[src/sv/tcce_pkg.sv]
// ----------------------------------------------------------------------------
// tcce_pkg
// Shared constants, types and codes of the text console character engine.
// ----------------------------------------------------------------------------
package tcce_pkg;

  localparam int ROWS     = 25;
  localparam int COLS     = 80;
  localparam int TAB_STOP = 8;
  localparam int CELLS    = ROWS * COLS;

  localparam int ADDR_W  = $clog2(CELLS);
  localparam int CUR_W   = $clog2(CELLS + COLS);
  localparam int COL_W   = $clog2(COLS);
  localparam int TAB_W   = $clog2(TAB_STOP);

  localparam int CODE_W  = 8;
  localparam int IDX_W   = 11;
  localparam int ADR16_W = 16;
  localparam int CELL_W  = 16;
  localparam int CHAR_W  = 8;

  localparam logic [CHAR_W-1:0] ATTR       = 8'h07;
  localparam logic [CHAR_W-1:0] SPACE_CHAR = 8'h20;
  localparam logic [CHAR_W-1:0] BLANK_CHAR = 8'h00;

  localparam logic [CODE_W-1:0] CH_BS       = 8'h08;
  localparam logic [CODE_W-1:0] CH_TAB      = 8'h09;
  localparam logic [CODE_W-1:0] CH_LF       = 8'h0A;
  localparam logic [CODE_W-1:0] CH_VT       = 8'h0B;
  localparam logic [CODE_W-1:0] CH_CR       = 8'h0D;
  localparam logic [CODE_W-1:0] CH_PRINT_LO = 8'h20;
  localparam logic [CODE_W-1:0] CH_PRINT_HI = 8'h7E;

  localparam logic ACT_PUT  = 1'b0;
  localparam logic ACT_READ = 1'b1;

  localparam logic REG_ENABLED       = 1'b0;
  localparam logic REG_START_ADDRESS = 1'b1;

  typedef enum logic [3:0] {
    ST_INIT,
    ST_IDLE,
    ST_PUT,
    ST_TAB,
    ST_CR,
    ST_COPY,
    ST_BLANK,
    ST_RD_ISSUE,
    ST_RD_CAP,
    ST_DONE
  } state_t;

  typedef enum logic [2:0] {
    K_PRINT,
    K_TAB,
    K_LF,
    K_VT,
    K_BS,
    K_CR,
    K_NONE
  } kind_t;

  typedef struct packed {
    logic              action;
    logic [CODE_W-1:0] char_code;
    logic [IDX_W-1:0]  cell_index;
  } in_t;

  typedef struct packed {
    logic               enabled;
    logic [ADR16_W-1:0] start_address;
  } cfg_t;

  typedef struct packed {
    logic [ADR16_W-1:0] cursor_address;
    logic [CELL_W-1:0]  cell_value;
  } res_t;

  typedef struct packed {
    logic              we;
    logic [ADDR_W-1:0] waddr;
    logic [CHAR_W-1:0] wdata;
    logic [ADDR_W-1:0] raddr;
  } mem_req_t;

endpackage

[src/sv/tcce_engine.sv]
// ----------------------------------------------------------------------------
// tcce_engine
// Request sequencer: cursor tracking, cell writes, scroll copy and reads.
// ----------------------------------------------------------------------------
module tcce_engine
  import tcce_pkg::*;
(
  input  logic              clk,
  input  logic              rst,
  input  logic              in_valid,
  input  in_t               in_req,
  output logic              in_ready,
  input  cfg_t              cfg,
  output mem_req_t          mreq,
  input  logic [CHAR_W-1:0] rdata,
  output logic              res_valid,
  input  logic              res_ready,
  output res_t              res
);

  state_t             state, state_next;
  logic [CUR_W-1:0]   cursor, cursor_next;
  logic [COL_W-1:0]   col, col_next;
  logic [CUR_W-1:0]   ptr, ptr_next;
  logic [COL_W-1:0]   pcol, pcol_next;
  logic [TAB_W-1:0]   phase, phase_next;
  logic [CODE_W-1:0]  code, code_next;
  logic [IDX_W-1:0]   idx, idx_next;
  logic [CELL_W-1:0]  cell_val, cell_val_next;
  logic               wq_en, wq_en_next;
  logic [ADDR_W-1:0]  wq_addr, wq_addr_next;
  logic [CHAR_W-1:0]  wq_data, wq_data_next;
  logic               wq_from_rd, wq_from_rd_next;

  kind_t              kind;
  logic [CUR_W-1:0]   cur_inc;
  logic [CUR_W-1:0]   cur_lf;
  logic [COL_W-1:0]   col_inc;
  logic               tab_go;

  always_comb begin
    if (code >= CH_PRINT_LO && code <= CH_PRINT_HI) begin
      kind = K_PRINT;
    end else begin
      unique case (code)
        CH_TAB:  kind = K_TAB;
        CH_LF:   kind = K_LF;
        CH_VT:   kind = K_VT;
        CH_BS:   kind = K_BS;
        CH_CR:   kind = K_CR;
        default: kind = K_NONE;
      endcase
    end
  end

  assign cur_inc = cursor + CUR_W'(1);
  assign cur_lf  = cursor + CUR_W'(COLS);
  assign col_inc = (col == COL_W'(COLS - 1)) ? '0 : col + COL_W'(1);
  assign tab_go  = (phase != '0) && (cursor < CUR_W'(CELLS));

  always_comb begin
    state_next = state;
    unique case (state)
      ST_INIT: begin
        if (ptr == CUR_W'(CELLS - 1)) state_next = ST_IDLE;
      end
      ST_IDLE: begin
        if (in_valid) begin
          if (in_req.action == ACT_READ) begin
            state_next = (int'(in_req.cell_index) < CELLS) ? ST_RD_ISSUE : ST_DONE;
          end else begin
            state_next = cfg.enabled ? ST_PUT : ST_DONE;
          end
        end
      end
      ST_PUT: begin
        unique case (kind)
          K_PRINT: state_next = (cur_inc == CUR_W'(CELLS)) ? ST_COPY : ST_DONE;
          K_TAB:   state_next = ST_TAB;
          K_LF:    state_next = (cur_lf >= CUR_W'(CELLS)) ? ST_COPY : ST_DONE;
          K_CR:    state_next = (col != '0) ? ST_CR : ST_DONE;
          default: state_next = ST_DONE;
        endcase
      end
      ST_TAB: begin
        if (!tab_go) state_next = (cursor >= CUR_W'(CELLS)) ? ST_COPY : ST_DONE;
      end
      ST_CR: begin
        if (pcol == COL_W'(COLS - 1)) state_next = ST_DONE;
      end
      ST_COPY: begin
        if (ptr == CUR_W'(CELLS - COLS - 1)) state_next = ST_BLANK;
      end
      ST_BLANK: begin
        if (ptr == CUR_W'(CELLS - 1)) state_next = ST_DONE;
      end
      ST_RD_ISSUE: state_next = ST_RD_CAP;
      ST_RD_CAP:   state_next = ST_DONE;
      ST_DONE: begin
        if (res_ready) state_next = ST_IDLE;
      end
      default: state_next = ST_IDLE;
    endcase
  end

  always_comb begin
    cursor_next     = cursor;
    col_next        = col;
    ptr_next        = ptr;
    pcol_next       = pcol;
    phase_next      = phase;
    code_next       = code;
    idx_next        = idx;
    cell_val_next   = cell_val;
    wq_en_next      = 1'b0;
    wq_addr_next    = wq_addr;
    wq_data_next    = wq_data;
    wq_from_rd_next = 1'b0;
    mreq.we         = wq_en;
    mreq.waddr      = wq_addr;
    mreq.wdata      = wq_from_rd ? rdata : wq_data;
    mreq.raddr      = ADDR_W'(idx);
    in_ready        = (state == ST_IDLE);
    res_valid       = (state == ST_DONE);
    res.cursor_address = cfg.start_address + ADR16_W'(cursor);
    res.cell_value     = cell_val;

    unique case (state)
      ST_INIT: begin
        wq_en_next   = 1'b1;
        wq_addr_next = ADDR_W'(ptr);
        wq_data_next = SPACE_CHAR;
        ptr_next     = ptr + CUR_W'(1);
      end
      ST_IDLE: begin
        if (in_valid) begin
          code_next     = in_req.char_code;
          idx_next      = in_req.cell_index;
          cell_val_next = '0;
        end
      end
      ST_PUT: begin
        unique case (kind)
          K_PRINT: begin
            wq_en_next   = 1'b1;
            wq_addr_next = ADDR_W'(cursor);
            wq_data_next = code;
            cursor_next  = cur_inc;
            col_next     = col_inc;
            ptr_next     = '0;
          end
          K_TAB: begin
            phase_next = TAB_W'(cursor % CUR_W'(TAB_STOP));
          end
          K_LF: begin
            cursor_next = cur_lf;
            ptr_next    = '0;
          end
          K_VT: begin
            if (cursor > CUR_W'(COLS)) cursor_next = cursor - CUR_W'(COLS);
          end
          K_BS: begin
            if (col != '0) begin
              cursor_next = cursor - CUR_W'(1);
              col_next    = col - COL_W'(1);
            end
          end
          K_CR: begin
            ptr_next  = cursor;
            pcol_next = col;
          end
          default: ;
        endcase
      end
      ST_TAB: begin
        if (tab_go) begin
          wq_en_next   = 1'b1;
          wq_addr_next = ADDR_W'(cursor);
          wq_data_next = SPACE_CHAR;
          cursor_next  = cur_inc;
          col_next     = col_inc;
          phase_next   = (phase == TAB_W'(TAB_STOP - 1)) ? '0 : phase + TAB_W'(1);
        end
        ptr_next = '0;
      end
      ST_CR: begin
        wq_en_next   = 1'b1;
        wq_addr_next = ADDR_W'(ptr);
        wq_data_next = BLANK_CHAR;
        ptr_next     = ptr + CUR_W'(1);
        pcol_next    = pcol + COL_W'(1);
        if (pcol == COL_W'(COLS - 1)) begin
          cursor_next = cursor - CUR_W'(col);
          col_next    = '0;
        end
      end
      ST_COPY: begin
        mreq.raddr      = ADDR_W'(ptr + CUR_W'(COLS));
        wq_en_next      = 1'b1;
        wq_addr_next    = ADDR_W'(ptr);
        wq_from_rd_next = 1'b1;
        ptr_next        = ptr + CUR_W'(1);
      end
      ST_BLANK: begin
        wq_en_next   = 1'b1;
        wq_addr_next = ADDR_W'(ptr);
        wq_data_next = BLANK_CHAR;
        ptr_next     = ptr + CUR_W'(1);
        if (ptr == CUR_W'(CELLS - 1)) cursor_next = cursor - CUR_W'(COLS);
      end
      ST_RD_CAP: begin
        cell_val_next = {ATTR, rdata};
      end
      default: ;
    endcase
  end

  always_ff @(posedge clk) begin
    if (rst) begin
      state  <= ST_INIT;
      cursor <= '0;
      col    <= '0;
      ptr    <= '0;
      wq_en  <= 1'b0;
    end else begin
      state  <= state_next;
      cursor <= cursor_next;
      col    <= col_next;
      ptr    <= ptr_next;
      wq_en  <= wq_en_next;
    end
  end

  always_ff @(posedge clk) begin
    pcol       <= pcol_next;
    phase      <= phase_next;
    code       <= code_next;
    idx        <= idx_next;
    cell_val   <= cell_val_next;
    wq_addr    <= wq_addr_next;
    wq_data    <= wq_data_next;
    wq_from_rd <= wq_from_rd_next;
  end

  a_col_range: assert property (@(posedge clk) disable iff (rst)
    col < COL_W'(COLS - 1) || col == COL_W'(COLS - 1))
    else $error("column out of range");

  a_cursor_idle: assert property (@(posedge clk) disable iff (rst)
    state == ST_IDLE |-> cursor < CUR_W'(CELLS))
    else $error("cursor beyond screen while idle");

  a_read_no_write: assert property (@(posedge clk) disable iff (rst)
    state == ST_RD_ISSUE |-> !wq_en)
    else $error("cell write pending during read");

  a_tab_phase: assert property (@(posedge clk) disable iff (rst)
    state == ST_TAB |-> phase < TAB_W'(TAB_STOP - 1) || phase == TAB_W'(TAB_STOP - 1))
    else $error("tab phase out of range");

  a_copy_bound: assert property (@(posedge clk) disable iff (rst)
    state == ST_COPY |-> ptr < CUR_W'(CELLS - COLS))
    else $error("scroll copy past last source row");

endmodule

[config.mk]
export PLATFORM = sky130hd
export DESIGN_NAME = tcce_engine
export DESIGN_NICKNAME = d
export VERILOG_FILES = /design/src/sv/tcce_pkg.sv /design/src/sv/tcce_engine.sv
export SDC_FILE = /design/constraint.sdc
export NUM_CORES = 1
export LEC_CHECK = 0
export BUFFER_PORTS_ARGS = -buffer_cell sky130_fd_sc_hd__clkbuf_2
export CORE_ASPECT_RATIO = 0.7
export CORE_UTILIZATION = 26
export CTS_CLUSTER_SIZE = 14
export DETAILED_ROUTE_END_ITERATION = 8
export PLACE_DENSITY_LB_ADDON = 0.1
export SYNTH_ARGS = -nofsm -noshare
export SYNTH_HDL_FRONTEND = slang
export SYNTH_SLANG_ARGS = --single-unit
[constraint.sdc]
create_clock -name clk -period 7 [get_ports clk]
set_input_delay 1.4 -clock clk [delete_from_list [all_inputs] [get_ports clk]]
set_output_delay 1.4 -clock clk [all_outputs]
set_load 0.01 [all_outputs]
== Word-level counts from Yosys, hierarchy flattened ==
Index checks and enable logic that the tools add are counted.

* Reduce and logical (&&, ||, !) cells: 26
* Order comparisons: 7
* Multiplexer cells: 53
* Add/subtract/negate cells: 12
* Eq/ne operators: 41

{| class="wikitable"
|+ Operators by type and width
! kind !! count
|-
| case mux 12 bit (4 select lines) || 2
|-
| two-way mux 12 bit || 5
|-
| two-way mux 4 bit || 14
|-
| == test 8 x 4 -> 1 bit, second input constant || 5
|-
| case mux 4 bit (10 select lines) || 1
|-
| == test 12 x 11 -> 1 bit, second input constant || 3
|-
| case mux 12 bit (3 select lines) || 1
|-
| two-way mux 7 bit || 5
|-
| two-way mux 11 bit || 3
|-
| case mux 11 bit (3 select lines) || 1
|-
| case mux 16 bit (2 select lines) || 1
|-
| case mux 8 bit (4 select lines) || 1
|-
| case mux 7 bit (2 select lines) || 2
|-
| adder 12 x 1 -> 12 bit, second input constant || 2
|-
| >= comparator 12 x 11 -> 1 bit, second input constant || 2
|-
| two-way mux 8 bit || 3
|-
| case mux 12 bit (2 select lines) || 1
|-
| case mux 7 bit (3 select lines) || 1
|-
| adder 16 x 12 -> 16 bit || 1
|-
| == test 4 x 3 -> 1 bit, second input constant || 4
|-
| two-way mux 16 bit || 1
|-
| case mux 4 bit (4 select lines) || 1
|-
| case mux 3 bit (5 select lines) || 1
|-
| adder 7 x 1 -> 7 bit, second input constant || 2
|-
| 41 further kinds || 76
|}

* Bits in registers: 101
* Logic and storage cells: 152
* Bits of input ports: 49
* Output and inout port bits: 65

== Logic depth before layout (Yosys ltp) ==
* Depth in word-level cells: 7
* Mapped depth: 12

== Worst setup path before layout ==
No wires, ideal clock.

* Kind: input -> output
* From: input cfg[0] (netlist name)
* To: output res[30] (netlist name)
* Setup slack: 2.008 ns
* Stages on the path: 10
* Buffers on the path: 0
* Arrival: 3.592 ns
* Cells stage by stage: ha_1 -> inv_1 -> fa_1 -> nor2b_1 -> o31a_1 -> o21ai_0 -> a2111oi_0 -> o21ai_0 -> a2111oi_0 -> xor2_1

{| class="wikitable"
|+ RTL lines
! item !! line !! text
|-
| start: declaration || tcce_engine.sv:13 || <nowiki>input cfg_t cfg,</nowiki>
|-
| end: declaration || tcce_engine.sv:18 || <nowiki>output res_t res</nowiki>
|}

==> impl_results.md <==
* Starting DRT DRC Count at 523
* Worst-skew pair later-pin latency at 0.38 ns
* Post-synth top flop: edfxtp_1
* Critical Path Sink: res[30]
* DP Cell Count at roughly 1300
* Min Tclk post-route at 5.885 ns
* Maximum buffer depth of the clock tree at 2
* # DRC at 0
* Initial antenna violation count at 0
* Post-DRT Antenna Nets at 0
* Synth warn at 0
* Area share of the largest cell type after synthesis at 0.2266
* Hold Path Depth at 2
* Routability-driven placement congestion ratio at 0.8409
* Max Freq at between 150 and 200 MHz
* Vias in the first global route at 6500
* EDFF count, synth at 57
* Worst Tran Pin Value at 1.149 ns
* Leak at 3.365 nW
* Sequential area share after synthesis at 0.3247
* Startpoint Class: input port
* Core Region at 0.02820 mm²
* Die ar. at between 0.02 and 0.03 mm²
* CTS H-tree depth at 3
* Final hold vios at 0
* Worst Path Required at 5.60 ns
* Final non-filler cell total at 1350
* Mapped cell area at 0.007552 mm²
* Crit-path max FO at 3
* Synth Instances at 909
* Ports at 114
* Status: completed
* Yosys reg bits at 94
* Final core occ at 0.3085
* # resized after CTS at 0
* Dpl cell area at 0.008383 mm²
* Rows at about 50
* WL/cell at 19.51 µm
* Worst R2R Start: code[0]
* Share of cells above drive strength 1 at 0.1736
* CTS Sinks at 94
* Dominant cells by area after synthesis: edfxtp_1, dfxtp_1, ha_1, nor2_1, xnor2_1
* Die Wd at 205.7 µm
* Drt pass-1 iters at 4
* Relative slew slack at 0.2341
* DR vias at 7089
* GR Overflow Total at 0
* Design Area, Final at just under 0.009 mm²
* CP Capture Type: primary output
* Max-cap viol count at 0
* Worst EP arrival at between 4 and 5 ns
* Worst Reg-to-Reg Cells at 7
* TritonCTS Buffers at 9
* Reg2Reg Setup Slack at 3.78 ns
* Hold crit path type: reg2reg
* Initial Utilization at 0.2678
* Min Hold Slack at between 0.5 and 0.6 ns
* Reg2reg end: col[6]
* Die height at roughly 140 µm
* First-pass GRT wire length at between 40000 and 50000 µm
* Final antenna diode count at 0
* Total Nets Final at 1060
* Syn Area/Cell at between 8 and 9 µm²
* GRT Util Overall at 0.1802
* Worst setup path start: cfg[0]
* HPWL Detailed at 19420 µm
* Fin crit share at 0.8407
* RSZ-0062 raised after global routing: false
* CTS tree: done
* Distinct cells, synth at 81
* Clock Skews at 0.01475 ns
* # port buffers at 108
* Vias per cell at 5.251
* Pins Over Slew Limit at 0
* Sum Neg Setup Slack at 0 ns
* Setup-failing EPs final at 0
* Synth area leader: edfxtp_1
* Post-CTS Hold Fix Bufs at 0
* # Post-CTS Setup Buffers at 0
* Routed WL at 26350 µm
* Area growth from synthesis to layout at 15.23%
* CP Class: in2out
* VDD IR-drop max at between 0.1 and 0.15 mV
* Largest net degree at the start of global routing at 39
* Async SR Flop Fraction at 0
* Clock-pin slew on the worst setup and hold paths at about 0.070 ns
* Root buf cell: clkbuf_16
* Power density over the cells at 328.4 mW/mm²
==> flip-flops by register name, indices dropped and copies added, names as in the netlist, 8 cells and up <==
signal	flops
wq_addr	11
idx	11
code	8
cell_val	9
wq_data	8
cursor	12
ptr	12
==> area by class of cell <==
type,instances,area [µm²]
Clock buffer,12,267.8
Clock inverter,4,51.30
Sequential cell,94,2452
Tap cell,371,464.2
Multi-Input combinational cell,711,4671
Timing Repair Buffer,126,675.6
Fill cell,3094,19500
Inverter,32,120.1
==> synthesized netlist by cell type (10+ instances only) <==
library cell,n
edfxtp_1,57
clkbuf_1,53
xor2_1,18
mux2_2,12
buf_2,10
inv_1,30
a31oi_1,10
xnor2_1,36
and2_1,14
dfxtp_1,37
a22oi_1,12
nor2_1,92
ha_1,35
nor2b_1,12
a211oi_1,22
and3_1,20
nand2_1,74
nand3_1,32
nor3_1,35
nand2b_1,14
nand4_1,10
a21oi_1,48
o21ai_0,56
==> layout by cell type (no fill, tap or decap), drive strengths merged, types with 20 or more instances in the layout <==
cell type,Yosys,routed
a211oi,23,23
a21oi,48,48
and3,20,20
clkbuf,54,120
dfxtp,37,37
edfxtp,57,57
ha,35,35
inv,30,31
nand2,74,74
nand3,32,32
nor2,92,92
nor3,36,36
o21ai,59,59
xnor2,36,36
==> power by group <==
part	leakage (nW)	switching, mW	internal [mW]
clock network	0.154	0.233	0.309
registers	0.856	0.157	0.725
logic	2.35	0.879	0.555
==> cell families after synthesis <==
family,Yosys count,share of synthesized area
other cells,1,0.0004965
xor+xnor,54,0.06262
compound gates,252,0.2336
buf+inv,108,0.05948
flops,94,0.3247
mux,19,0.02717
fa+ha+maj,37,0.06329
simple gates,344,0.2286
==> worst min-delay path by stage <==
stage | slack (ns) | endpoint | from
finish | 0.54 | ptr[11] | ptr[11]
global route | 0.58 | ptr[10] | ptr[10]
CTS | 0.54 | ptr[11] | ptr[11]
detailed placement | 0.52 | ptr[11] | ptr[11]
global placement | 0.52 | ptr[11] | ptr[11]
floorplan | 0.48 | ptr[11] | ptr[11]
==> per-layer routing <==
| layer | part of all wire | GRT usage | wire length [µm] |
|---|---|---|---|
| met4 | 0.011 | 0.04444 | 277 |
| met3 | 0.057 | 0.03898 | 1492 |
| met2 | 0.40 | 0.2513 | 10590 |
| met1 | 0.53 | 0.2739 | 13980 |
| met5 | 0 | 0 | 0 |
==> worst max-delay path, cell delays in order <==
cell,delay [ns]
clkbuf_2,0.08
ha_1,0.17
inv_1,0.06
fa_1,0.41
nor2b_1,0.18
o31a_1,0.18
o21ai_0,0.18
a2111oi_0,0.59
o21ai_0,0.30
a2111oi_0,0.60
xor2_1,0.19
clkbuf_2,0.15
==> through the flow <==
stage	total power [mW]	setup slack [ns]
after floorplan	1.875	2.008
after global placement	2.324	1.374
after detailed placement	2.315	1.274
after CTS	2.881	1.241
after global routing	3.083	0.8444
final	2.858	1.115
(Power assumes the default switching activity.)
